`src/b2d_pkg.sv`:
```
// Package for the binary to decimal ASCII converter.
// Holds the widths, digit counts and shared types. It has no dependencies.
package b2d_pkg;

  // Width of the number field on the input channel.
  localparam int unsigned NUMBER_W    = 64;
  // Bits of the number that take part in the conversion.
  localparam int unsigned VALUE_WIDTH = 64;
  // Largest count of decimal digits that are kept and sent.
  localparam int unsigned MAX_DIGITS  = 20;

  localparam int unsigned DIGIT_W = 4;
  localparam int unsigned BCD_W   = DIGIT_W * MAX_DIGITS;
  localparam int unsigned CHAR_W  = 6;
  localparam int unsigned BIT_CNT_W = (VALUE_WIDTH > 1) ? $clog2(VALUE_WIDTH) : 1;
  localparam int unsigned DIG_CNT_W = $clog2(MAX_DIGITS + 1);

  localparam logic [CHAR_W-1:0] ASCII_ZERO = CHAR_W'(48);

  // Status of the conversion unit, seen by the top level and the digit sender.
  typedef struct packed {
    logic busy;  // An item is being converted or its result is about to be handed on.
    logic done;  // One-cycle pulse: the BCD result and overflow flag are final.
    logic ovf;   // The value needs more than MAX_DIGITS digits.
  } conv_stat_t;

endpackage

```
`src/b2d_if.sv`:
```
// Handshake interfaces for the binary to decimal ASCII converter.
// Depends on b2d_pkg for the field widths.
interface b2d_in_if;
  logic                          valid;
  logic                          ready;
  logic [b2d_pkg::NUMBER_W-1:0] number;

  modport source (output valid, output number, input ready);
  modport sink   (input valid, input number, output ready);
endinterface

interface b2d_out_if;
  logic                        valid;
  logic                        ready;
  logic [b2d_pkg::CHAR_W-1:0] digit_char;
  logic                        last;

  modport source (output valid, output digit_char, output last, input ready);
  modport sink   (input valid, input digit_char, input last, output ready);
endinterface

```
`src/b2d_dabble_step.sv`:
```
// One shift-and-add-3 step over the whole BCD register.
// Depends on b2d_pkg for the digit count and widths.
module b2d_dabble_step (
  input  logic [b2d_pkg::BCD_W-1:0] bcd_i,
  input  logic                      bit_i,
  output logic [b2d_pkg::BCD_W-1:0] bcd_o,
  output logic                      carry_o
);

  logic [b2d_pkg::BCD_W-1:0] adj;

  // Every digit of five or more is corrected by three before the doubling.
  always_comb begin
    for (int i = 0; i < b2d_pkg::MAX_DIGITS; i++) begin
      if (bcd_i[i*b2d_pkg::DIGIT_W +: b2d_pkg::DIGIT_W] >= b2d_pkg::DIGIT_W'(5)) begin
        adj[i*b2d_pkg::DIGIT_W +: b2d_pkg::DIGIT_W] =
            bcd_i[i*b2d_pkg::DIGIT_W +: b2d_pkg::DIGIT_W] + b2d_pkg::DIGIT_W'(3);
      end else begin
        adj[i*b2d_pkg::DIGIT_W +: b2d_pkg::DIGIT_W] =
            bcd_i[i*b2d_pkg::DIGIT_W +: b2d_pkg::DIGIT_W];
      end
    end
  end

  assign bcd_o   = {adj[b2d_pkg::BCD_W-2:0], bit_i};
  assign carry_o = adj[b2d_pkg::BCD_W-1];

endmodule

```
`src/b2d_conv.sv`:
```
// Bit-serial double dabble sequencer: one input bit per cycle through the shared step.
// Depends on b2d_pkg and b2d_dabble_step.
module b2d_conv (
  input  logic                             clk_i,
  input  logic                             rst_ni,
  input  logic                             start_i,
  input  logic [b2d_pkg::VALUE_WIDTH-1:0] value_i,
  output b2d_pkg::conv_stat_t              stat_o,
  output logic [b2d_pkg::BCD_W-1:0]        bcd_o
);

  logic                             run_q, run_d;
  logic                             done_q, done_d;
  logic                             ovf_q, ovf_d;
  logic [b2d_pkg::BIT_CNT_W-1:0]    cnt_q, cnt_d;
  logic [b2d_pkg::VALUE_WIDTH-1:0]  val_q, val_d;
  logic [b2d_pkg::BCD_W-1:0]        bcd_q, bcd_d;
  logic [b2d_pkg::BCD_W-1:0]        step_bcd;
  logic                             step_carry;

  b2d_dabble_step u_step (
    .bcd_i   (bcd_q),
    .bit_i   (val_q[b2d_pkg::VALUE_WIDTH-1]),
    .bcd_o   (step_bcd),
    .carry_o (step_carry)
  );

  always_comb begin
    run_d  = run_q;
    done_d = 1'b0;
    ovf_d  = ovf_q;
    cnt_d  = cnt_q;
    val_d  = val_q;
    bcd_d  = bcd_q;
    if (start_i) begin
      run_d = 1'b1;
      ovf_d = 1'b0;
      cnt_d = b2d_pkg::BIT_CNT_W'(b2d_pkg::VALUE_WIDTH - 1);
      val_d = value_i;
      bcd_d = '0;
    end else if (run_q) begin
      // A bit pushed out of the top digit means the value does not fit.
      bcd_d = step_bcd;
      ovf_d = ovf_q | step_carry;
      val_d = val_q << 1;
      cnt_d = cnt_q - b2d_pkg::BIT_CNT_W'(1);
      if (cnt_q == '0) begin
        run_d  = 1'b0;
        done_d = 1'b1;
      end
    end
  end

  always_ff @(posedge clk_i or negedge rst_ni) begin
    if (!rst_ni) begin
      run_q  <= 1'b0;
      done_q <= 1'b0;
    end else begin
      run_q  <= run_d;
      done_q <= done_d;
    end
  end

  always_ff @(posedge clk_i) begin
    ovf_q <= ovf_d;
    cnt_q <= cnt_d;
    val_q <= val_d;
    bcd_q <= bcd_d;
  end

  assign stat_o.busy = run_q | done_q;
  assign stat_o.done = done_q;
  assign stat_o.ovf  = ovf_q;
  assign bcd_o       = bcd_q;

endmodule

```
`src/b2d_emit.sv`:
```
// Digit sender: drops leading zeros (not for a truncated value), then sends one ASCII digit per item.
// Depends on b2d_pkg and the b2d_out_if interface.
module b2d_emit (
  input  logic                      clk_i,
  input  logic                      rst_ni,
  input  logic                      load_i,
  input  logic                      ovf_i,
  input  logic [b2d_pkg::BCD_W-1:0] bcd_i,
  output logic                      busy_o,
  b2d_out_if.source                 out
);

  typedef enum logic [2:0] {
    E_IDLE = 3'b001,
    E_SKIP = 3'b010,
    E_SEND = 3'b100
  } emit_state_e;

  emit_state_e                    state_q, state_d;
  logic [b2d_pkg::BCD_W-1:0]      bcd_q, bcd_d;
  logic [b2d_pkg::DIG_CNT_W-1:0]  rem_q, rem_d;
  logic [b2d_pkg::DIGIT_W-1:0]    top_digit;
  logic                           is_last;

  assign top_digit = bcd_q[b2d_pkg::BCD_W-1 -: b2d_pkg::DIGIT_W];
  assign is_last   = (rem_q == b2d_pkg::DIG_CNT_W'(1));

  always_comb begin
    state_d = state_q;
    bcd_d   = bcd_q;
    rem_d   = rem_q;
    unique case (state_q)
      E_IDLE: begin
        if (load_i) begin
          bcd_d = bcd_i;
          rem_d = b2d_pkg::DIG_CNT_W'(b2d_pkg::MAX_DIGITS);
          // A truncated value is sent with all its positions.
          state_d = ovf_i ? E_SEND : E_SKIP;
        end
      end
      E_SKIP: begin
        if ((top_digit == '0) && !is_last) begin
          bcd_d = bcd_q << b2d_pkg::DIGIT_W;
          rem_d = rem_q - b2d_pkg::DIG_CNT_W'(1);
        end else begin
          state_d = E_SEND;
        end
      end
      E_SEND: begin
        if (out.ready) begin
          bcd_d = bcd_q << b2d_pkg::DIGIT_W;
          rem_d = rem_q - b2d_pkg::DIG_CNT_W'(1);
          if (is_last) begin
            state_d = E_IDLE;
          end
        end
      end
      default: begin
        state_d = E_IDLE;
      end
    endcase
  end

  always_ff @(posedge clk_i or negedge rst_ni) begin
    if (!rst_ni) begin
      state_q <= E_IDLE;
    end else begin
      state_q <= state_d;
    end
  end

  always_ff @(posedge clk_i) begin
    bcd_q <= bcd_d;
    rem_q <= rem_d;
  end

  assign out.valid      = (state_q == E_SEND);
  assign out.digit_char = b2d_pkg::ASCII_ZERO + b2d_pkg::CHAR_W'(top_digit);
  assign out.last       = is_last;
  assign busy_o         = (state_q != E_IDLE);

endmodule

```
`src/binary_to_decimal_ascii_top.sv`:
```
// Top level of the binary to decimal ASCII converter.
// Depends on b2d_pkg, b2d_if, b2d_conv and b2d_emit.
//
// Usage:
//   num_i carries one unsigned 64-bit number per item. dig_o carries the
//   decimal text of that number, one ASCII digit per item, most significant
//   digit first, with leading zeros dropped and last set on the final digit.
//   Zero gives the single digit '0'. A number that needs more than
//   MAX_DIGITS digits is sent as its MAX_DIGITS low digits, zeros included.
//
// Flow:
//   After an item is accepted, the conversion takes one input bit per cycle
//   through the shared add-3 and shift unit, and the done pulse then hands
//   the result over. The sender walks all MAX_DIGITS positions: it drops
//   the leading zeros one at a time, then starts sending, and sends each
//   digit when the receiver takes it. num_i reopens only after the last
//   digit is taken, so a new number is not accepted before the previous one
//   has been fully sent.
//
// Reset and stalls:
//   Reset clears the sequencers; no partial result survives it. num_i.ready
//   is high only while nothing is in flight. A stalled receiver holds the
//   current digit on dig_o and the block simply waits.
module binary_to_decimal_ascii_top (
  input  logic      clk_i,
  input  logic      rst_ni,
  b2d_in_if.sink    num_i,
  b2d_out_if.source dig_o
);

  b2d_pkg::conv_stat_t       conv_stat;
  logic [b2d_pkg::BCD_W-1:0] conv_bcd;
  logic                      emit_busy;
  logic                      accept;

  // One number at a time: the input opens only when both units are free.
  assign num_i.ready = !conv_stat.busy && !emit_busy;
  assign accept      = num_i.valid && num_i.ready;

  // Conversion unit; only the low VALUE_WIDTH bits of the number take part.
  b2d_conv u_conv (
    .clk_i   (clk_i),
    .rst_ni  (rst_ni),
    .start_i (accept),
    .value_i (num_i.number[b2d_pkg::VALUE_WIDTH-1:0]),
    .stat_o  (conv_stat),
    .bcd_o   (conv_bcd)
  );

  // The finished BCD word is loaded into the sender in the pulse cycle; the
  // sender turns busy on the next edge, so the input stays closed throughout.
  b2d_emit u_emit (
    .clk_i  (clk_i),
    .rst_ni (rst_ni),
    .load_i (conv_stat.done),
    .ovf_i  (conv_stat.ovf),
    .bcd_i  (conv_bcd),
    .busy_o (emit_busy),
    .out    (dig_o)
  );

endmodule
```
`src/flat_wrapper.sv`:
```
// flat-port wrapper written by rule: the top's interface ports become plain ports
module binary_to_decimal_ascii_top_flat 
  (clk_i, rst_ni, num_i_valid, num_i_number, num_i_ready, dig_o_valid, dig_o_digit_char, dig_o_last, dig_o_ready);
  b2d_in_if num_i_i ();
  b2d_out_if dig_o_i ();
  input  logic clk_i;
  input  logic rst_ni;
  input wire logic [$bits(num_i_i.valid)-1:0] num_i_valid;
  input wire logic [$bits(num_i_i.number)-1:0] num_i_number;
  output wire logic [$bits(num_i_i.ready)-1:0] num_i_ready;
  output wire logic [$bits(dig_o_i.valid)-1:0] dig_o_valid;
  output wire logic [$bits(dig_o_i.digit_char)-1:0] dig_o_digit_char;
  output wire logic [$bits(dig_o_i.last)-1:0] dig_o_last;
  input wire logic [$bits(dig_o_i.ready)-1:0] dig_o_ready;
  assign num_i_i.valid = num_i_valid;
  assign num_i_i.number = num_i_number;
  assign num_i_ready = num_i_i.ready;
  assign dig_o_valid = dig_o_i.valid;
  assign dig_o_digit_char = dig_o_i.digit_char;
  assign dig_o_last = dig_o_i.last;
  assign dig_o_i.ready = dig_o_ready;
  binary_to_decimal_ascii_top u_core (.clk_i(clk_i), .rst_ni(rst_ni), .num_i(num_i_i), .dig_o(dig_o_i));
endmodule
```
`config.mk`:
```
export PLATFORM = sky130hd
export DESIGN_NAME = binary_to_decimal_ascii_top_flat
export DESIGN_NICKNAME = d
export VERILOG_FILES = /design/src/b2d_pkg.sv /design/src/b2d_if.sv /design/src/b2d_dabble_step.sv /design/src/b2d_conv.sv /design/src/b2d_emit.sv /design/src/binary_to_decimal_ascii_top.sv /design/src/flat_wrapper.sv
export SDC_FILE = /design/constraint.sdc
export NUM_CORES = 1
export LEC_CHECK = 0
export BUFFER_PORTS_ARGS = -buffer_cell sky130_fd_sc_hd__buf_4
export CAP_MARGIN = 20
export CORE_MARGIN = 2
export CORE_UTILIZATION = 55
export CTS_CLUSTER_SIZE = 10
export DETAILED_ROUTE_END_ITERATION = 10
export PLACE_DENSITY = 0.73
export SLEW_MARGIN = 15
export SYNTH_ARGS = -nofsm -noshare
export SYNTH_HDL_FRONTEND = slang
export SYNTH_HIERARCHICAL = 1
export SYNTH_SLANG_ARGS = --single-unit
```
`constraint.sdc`:
```
create_clock -name clk_i -period 9.6 [get_ports clk_i]
set_input_delay 0.48 -clock clk_i [delete_from_list [all_inputs] [get_ports clk_i]]
set_output_delay 0.48 -clock clk_i [all_outputs]
set_load 0.01 [all_outputs]
```
After elaboration in Yosys (flattened, before gate mapping)
Index checks and enable logic that the tools add are counted.
W data, S select, Z words.
Storage, ports and cells
  register bits: 241
  bits of input ports: 68
Cells by class
  add/sub/neg operators: 23
  order comparisons: 20
  eq/ne operators: 10
  multiplexer cells: 42
  bitwise gates (word level): 2
  reductions and logical operators: 12
Operators by type and width (number)
  $mux W80: 3
  $pmux W80 S3: 1
  $mux W64: 2
  $add A4 B2 Y4 const B: 20
  $ge A4 B3 Y1 const B: 20
  $mux W4: 20
  $mux W3: 5
  $mux W5: 3
  $pmux W5 S3: 1
  $pmux W3 S3: 1
  $reduce_and A4 Y1: 2
  $add A5 B5 Y6 const A: 1
  $logic_not A6 Y1: 1
  $mux W1: 6
  $ne A2 B1 Y1 const B: 3
  $sub A6 B1 Y6 const B: 1
  $eq A5 B1 Y1 const B: 1
  $sub A5 B1 Y5 const B: 1
  $logic_not A4 Y1: 1
  $ne A2 B2 Y1 const B: 2
  $eq A3 B1 Y1 const B: 1
  $eq A3 B2 Y1 const B: 1
  $eq A3 B3 Y1 const B: 1
  $logic_and A1 B1 Y1: 3
  other kinds (5): 8

Depth between registers and ports, before layout
Gate-level depths: netlist (run 1).
  depth in word-level cells: 5
  gate-level depth with buffers: 8
  depth with buffers taken out: 7

Cells and area by module
The synthesis (run 1) kept the hierarchy.
Modules (own cells, without submodules)
  b2d_conv: times used 1, cells an instance 438, area each 6038.3 sq um
  b2d_emit: times used 1, cells an instance 224, area each 3971.3 sq um
  b2d_dabble_step: times used 1, cells an instance 321, area each 2034.5 sq um
  binary_to_decimal_ascii_top: times used 1, cells an instance 2, area each 16.3 sq um

Worst setup path after synthesis (run 1)
No wires, ideal clock.
  kind: register to register
  from: register u_core.u_emit.state_q[2]
  to: register u_core/u_emit/bcd_q[0] (netlist name) (enable)
  library setup time: 0.558 ns
  data arrival time: 5.179 ns
  required time: 9.042 ns
  path slack: 3.863 ns
  cell stages (with the launch flop): 4
  path buffers: 1
  period minus slack after synthesis: 5.737 ns
  cells stage by stage: dfrtp_1 -> buf_2 -> or3b_2 -> o22ai_1
Between the ends
  word-level cells in the longest chain between the ends: 3
  elaborated cells between the ends (all ways): 8
  classes of those cells: eq/ne: 6; reduce/logical: 2
Ends and longest elaborated chain
  from (decl): line b2d_emit.sv:19  | emit_state_e state_q, state_d;
  from (signal assigned): line b2d_emit.sv:68  | state_q <= state_d;
  $eq A3 B1 Y1, or another cell as far along: line b2d_emit.sv:32  | unique case (state_q)
  $ne A2 B1 Y1 (no source line), or another cell as far along
  $reduce_and A4 Y1 (no source line) (*)
  to (signal assigned): line b2d_emit.sv:73  | bcd_q <= bcd_d;
  to (decl): line b2d_emit.sv:20  | logic [b2d_pkg::BCD_W-1:0] bcd_q, bcd_d;
Mark *: on every way between the ends. The rest lies on a longest branch, timed or not.
A chain may end at the register's enable or synchronous reset.

==> out/qor.yml, run 1 <==
syn_inst: 985
numPortBuffers: 74
max_stage_delay_ps: 820
clk_latency_ps: 530
fp.coreArea_sq_mm: 0.0217
area_growth_syn_to_layout_pct: 11.4
wl_per_cell_um: 14.4
synth_cell_types: 47
ys.flop_type: "edfxtp_1"
timing.hold.ws_ps: 238
clk_pin_slew_ps: 60
clock_skew_ps: 11.1
grt_pass1_wl_mm: 33.8
synth_edf_count: 149
most-common-layout-cells: "edfxtp_1, mux2_2, nor2_1"
grt_max_degree: 86
setup_viol: 0
grt_pass1_vias: 6961
drtPass1Iterations: 4
final_common_cell: "edfxtp_1"
multi_input_area_sq_mm: 0.00510
fp.dieH_um: 152
initialDrtViolationCount: 381
ff_latch_area_sq_mm: 0.00635
rows: 54
crit_slowest_cell: "buf_4"
status: "finished clean"
grt-ovfl-total: 0
relSlewSlack: 0.253
cpMostUsedCell: "buf_4"
crit_chain: "or2_2 > nor3b_4 > buf_4 > buf_4 > mux2_2"
ys_warn_count: 6
cp.arrival_ps: 3860
diodes: 0
path_buf_inv: 2
async_reset_ff_frac: 0.0207
dpl.hpwl_mm: 11.8
routed_wl_mm: 19.6
cp_top_family: "buffers and inverters"
cts_buffer_depth: 3
root_buffer: "clkbuf_16"
critPathLaunchType: "flop"
nets: 1165
hold_path.class: "in -> reg"
place_congestion: 0.760
drc: 0
rsz0062_at_grt: "false"
ys_seq_elements: 241
dp_slack_ps: 5940
antenna_left: 0
cts.sinks: 241
netlist_area_sq_mm: 0.0121
cts_buffers: 28
io_pins: 77
synth-seq-area-share: 0.526
final.min_clock_period_ps: 3590
min_period_over_period: 0.374
path_class: "reg -> reg"
worst-path-max-fanout: 77
endpoint_kind: "flop"
antenna_found_initial: 0
drive_gt1_frac: 0.260
syn_area_per_cell_sq_um: 12.2
grt_usage: 0.172
final.setup.worst_slack_ps: 6010
p_per_area_mw_per_mm2: 294
crit_required_ps: 9870
clock.fmax_mhz: 278
maxCapViolCount: 0
fill_cells: 1706
finalHoldViolCount: 0
cts_tree: "yes"
die_area_sq_mm: 0.0231
viasPerCell: 5.18
ir_worst_vdd_v: 0.000150
worst_slew_pin_slew_ps: 1120
vias: 7022
power_leakage_uw: 0.00586
drv_slew: 0
htree_levels: 1
die_width_um: 152
start_util: 0.556
setup_tns_ps: 0
layout make-up:
type,count,area share
inverter,46,0.0128
clock inverter,1,0.000372
tap,280,0.0261
multi-input combinational,653,0.380
sequential,241,0.472
clock buffer,51,0.0609
timing repair buffer,83,0.0480
routing by layer:
metal  global-route usage  up-vias  share of wire
met4               0.0441        0          0.021
met3               0.0496       34          0.068
met1                0.238     3310           0.47
met2                0.267      121           0.44
li1                     -     3557              -
met5                    0        -              0
final timing paths:
kind	end	cells after the start	from	slack [ps]
worst max-delay path	u_core/u_conv/val_q[14]	5	u_core/u_conv/run_q	6010
worst min-delay path	u_core/u_conv/val_q[0]	2	num_i_number[0]	240
worst max register to register	u_core/u_conv/val_q[14]	5	u_core/u_conv/run_q	6010
worst min register to register	u_core/u_conv/bcd_o[0]	2	u_core/u_conv/val_q[63]	500
max in group asynchronous	u_core/u_emit/state_q[0]	2	rst_ni	9080
min in group asynchronous	u_core/u_conv/run_q	2	rst_ni	320
cell usage after synthesis (3+ instances only):
library cell | number | area, sq um
mux2i_1 | 101 | 1010
nand3b_1 | 3 | 22.5
o21ai_1 | 20 | 100
xnor2_1 | 25 | 219
dfxtp_1 | 87 | 1740
buf_4 | 10 | 75.1
edfxtp_1 | 149 | 4470
buf_6 | 10 | 113
dfrtp_1 | 4 | 100
mux2_2 | 133 | 1500
inv_1 | 46 | 173
buf_2 | 11 | 55.1
o21ai_0 | 21 | 105
a21oi_1 | 5 | 25.0
a21oi_2 | 20 | 175
nor2b_1 | 5 | 31.3
mux2_1 | 6 | 67.6
ha_1 | 44 | 551
nor2_1 | 109 | 409
buf_8 | 15 | 225
nand2_1 | 86 | 323
nand2b_1 | 44 | 275
nor3_1 | 4 | 20.0
power by group:
part | leakage [uW] | switching (uW) | internal, uW | total [uW]
Combinational | 0.00322 | 586 | 677 | 1260
Sequential | 0.00225 | 270 | 1460 | 1730
Clock | 0.000393 | 388 | 567 | 955
Total | 0.00586 | 1240 | 2700 | 3950
state kept, by name, summed over array words and instances, names as in the netlist:
signal and flops:
u_core/u_conv/ovf_q 1, u_core/u_emit/state_q 3, u_core/u_conv/done_q 1, u_core/u_conv/run_q 1
u_core/u_conv/val_q 64, u_core/u_conv/cnt_q 6, u_core/u_emit/bcd_q 80, u_core/u_conv/bcd_o 80
u_core/u_emit/rem_q 5
worst reg2reg max path: stages (launching register included):
cell,delay (ps)
dfrtp_4,750
or2_2,450
nor3b_4,180
buf_4,660
buf_4,830
mux2_2,470
through the flow:
step	utilization	cells	cell area (sq um)	power, uW
2_1_floorplan	-	986	12100	2760
3_3_place_gp	0.580	1301	12600	2950
3_5_place_dp	0.580	1301	12600	3010
4_1_cts	0.618	1354	13400	3990
5_1_grt	0.620	1355	13400	4270
6_report	0.620	1355	13400	3950
what timing repair did:
| item | in CTS | in global routing |
|---|---|---|
| hold buffers | 1 | 0 |
| setup buffers | 0 | 0 |
| hold endpoints to repair | 5 | 0 |
| resized for setup | 0 | 0 |
logic make-up (layout without fill, tap and decap cells):
| logic type | count (synthesis) | after routing | synth area share |
|---|---|---|---|
| xor+xnor | 26 | 26 | 0.0204 |
| simple gates | 269 | 269 | 0.104 |
| fa+ha+maj | 44 | 44 | 0.0456 |
| buf+inv | 92 | 181 | 0.0531 |
| mux | 240 | 240 | 0.214 |
| compound gates | 72 | 72 | 0.0373 |
| other cells | 1 | 2 | 0.000311 |
| flops | 241 | 241 | 0.526 |
Note: power is estimated with default switching activity, not from simulation.
==> run 2, diff against run 1 <==
Settings changed: PLACE_DENSITY 0.73 to 0.76.
Clock period 9.6 ns to 3.2 ns, I/O delays scaled along.
==> run 2 against run 1 <==
Sequential cell count did not move; critical path depth fell by 1; utilization rose by 3.2 points; die area did not move; register-to-register slack got worse by 5200 ps; highest routed layer unchanged.
==> out/qor.yml, run 2 (synthesized netlist as in run 1, its figures left out) <==
cp.arrival_ps: 2640  # -1220 ps
cts-resized-gates: 0  # unchanged
p_per_area_mw_per_mm2: 845  # +190%
fill_cells: 1598  # -6.3%
place_area_sq_mm: 0.0127  # +0.65%
grt-ovfl-total: 0  # unchanged
power.internal_uw: 8110  # +200%
grt_usage: 0.185  # +0.0133
rows: 54  # unchanged
start_util: 0.556  # unchanged
initialDrtViolationCount: 388  # +1.8%
wl_per_cell_um: 15.1  # +4.7%
crit_required_ps: 3480  # -6390 ps
vias: 7428  # +5.8%
rsz0062_at_grt: "false"
hold_path.class: "in -> async"
routed_wl_mm: 21.5  # +9.9%
crit_chain: "nand2_1 > nor3b_4 > buf_12 > mux2_2"
path_class: "reg -> reg"
max_stage_delay_ps: 690  # -130 ps
power_leakage_uw: 0.00614  # +4.8%
p_seq_frac: 0.436  # -0.002
clk_latency_ps: 530  # about the same
io_pins: 77  # unchanged
most-common-layout-cells: "edfxtp_1, mux2_2, nor2_1"
drtPass1Iterations: 4  # unchanged
setup_tns_ps: 0  # unchanged
final_common_cell: "edfxtp_1"
maxCapViolCount: 0  # unchanged
crit_slowest_cell: "dfstp_2"
final.min_clock_period_ps: 2360  # -1230 ps
endpoint_kind: "flop"
place_congestion: 0.727  # -4.4%
setup_viol: 0  # unchanged
die_width_um: 152  # unchanged
swShare: 0.321  # +0.00604
cts.sinks: 241  # unchanged
antenna_found_initial: 0  # unchanged
clk_pin_slew_ps: 50  # about the same
drv_slew: 0  # unchanged
cts_buffers: 28  # unchanged
p_switching_uw: 3840  # +210%
root_buffer: "clkbuf_16"
critPathLaunchType: "flop"
diodes: 0  # unchanged
viasPerCell: 5.22  # +0.80%
clock_skew_ps: 10.9  # -0.204 ps
drc: 0  # unchanged
area_growth_syn_to_layout_pct: 17.2
worst-path-max-fanout: 126  # +64%
fp.coreArea_sq_mm: 0.0217  # unchanged
cts_tree: "yes"
ir_worst_vdd_v: 0.000502  # +230%
postCtsSetupBuffers: 0  # unchanged
numPortBuffers: 74  # unchanged
grt_pass1_wl_mm: 35.9  # +6.1%
status: "finished clean"
cts_hold_buffers: 67  # +66
htree_levels: 1  # unchanged
dpl.hpwl_mm: 12.4  # +5.2%
path_buf_inv: 1  # -1
cp_top_family: "flip-flops"
final_area_sq_mm: 0.0141  # +5.2%
die_area_sq_mm: 0.0231  # unchanged
nets: 1232  # +5.8%
worst_slew_pin_slew_ps: 917  # -204 ps
clock.fmax_mhz: 423  # +52%
antenna_left: 0  # unchanged
relSlewSlack: 0.389  # +0.136
combPwrFrac: 0.328  # +0.008
drive_gt1_frac: 0.244  # -0.0152
grt_pass1_vias: 7411  # +6.5%
grt_max_degree: 127  # +48%
finalHoldViolCount: 0  # unchanged
min_period_over_period: 0.739  # +0.365
fp.dieH_um: 152  # unchanged
cts_buffer_depth: 3  # unchanged
p_clk_frac: 0.237  # -0.005
run 2: layout make-up:
cell class	instances	area (sq um)	area share
Tap cell	280	350	0.0248
Clock buffer	50	783	0.0554
Timing Repair Buffer	150	1360	0.0959
Clock inverter	2	25.0	0.00177
Sequential cell	241	6350	0.449
Inverter	46	176	0.0125
Multi-Input combinational cell	653	5100	0.361
run 2: metal layers:
layer	part of all wire	GRT usage
met2	0.48	0.322
met4	0.021	0.0445
met3	0.045	0.0382
met5	0	0
met1	0.46	0.238
run 2: power groups by stage:
stage	clock [uW]	combinational, uW	sequential (uW)
2_1_floorplan	0	3310	4980
3_3_place_gp	0	3640	5230
3_5_place_dp	0	3810	5250
4_1_cts	2900	3920	5200
5_1_grt	3020	4470	5350
6_report	2830	3910	5210
run 2: final timing paths:
kind | from | endpoint | slack (ps) | cells past startpoint
max | u_core/u_emit/state_q[0] | u_core/u_conv/val_q[21] | 840 | 4
min | rst_ni | u_core/u_emit/state_q[0] | 120 | 2
max reg2reg | u_core/u_emit/state_q[0] | u_core/u_conv/val_q[21] | 840 | 4
min reg2reg | u_core/u_conv/val_q[63] | u_core/u_conv/bcd_o[0] | 490 | 2
max in group asynchronous | rst_ni | u_core/u_conv/run_q | 2430 | 3
min in group clk_i | num_i_valid | u_core/u_conv/run_q | 210 | 4
run 2: stage by stage:
step / util / hold slack [ps] / total power, uW / std cells / worst slack, ps
finish: 0.652 / 120 / 11900 / 1422 / 836
global placement: 0.584 / -33.9 / 8870 / 1303 / 900
CTS: 0.652 / 124 / 12000 / 1422 / 866
detailed placement: 0.584 / -29.2 / 9060 / 1303 / 880
global route: 0.652 / 105 / 12800 / 1422 / 666
floorplan: - / -136 / 8290 / 986 / 291
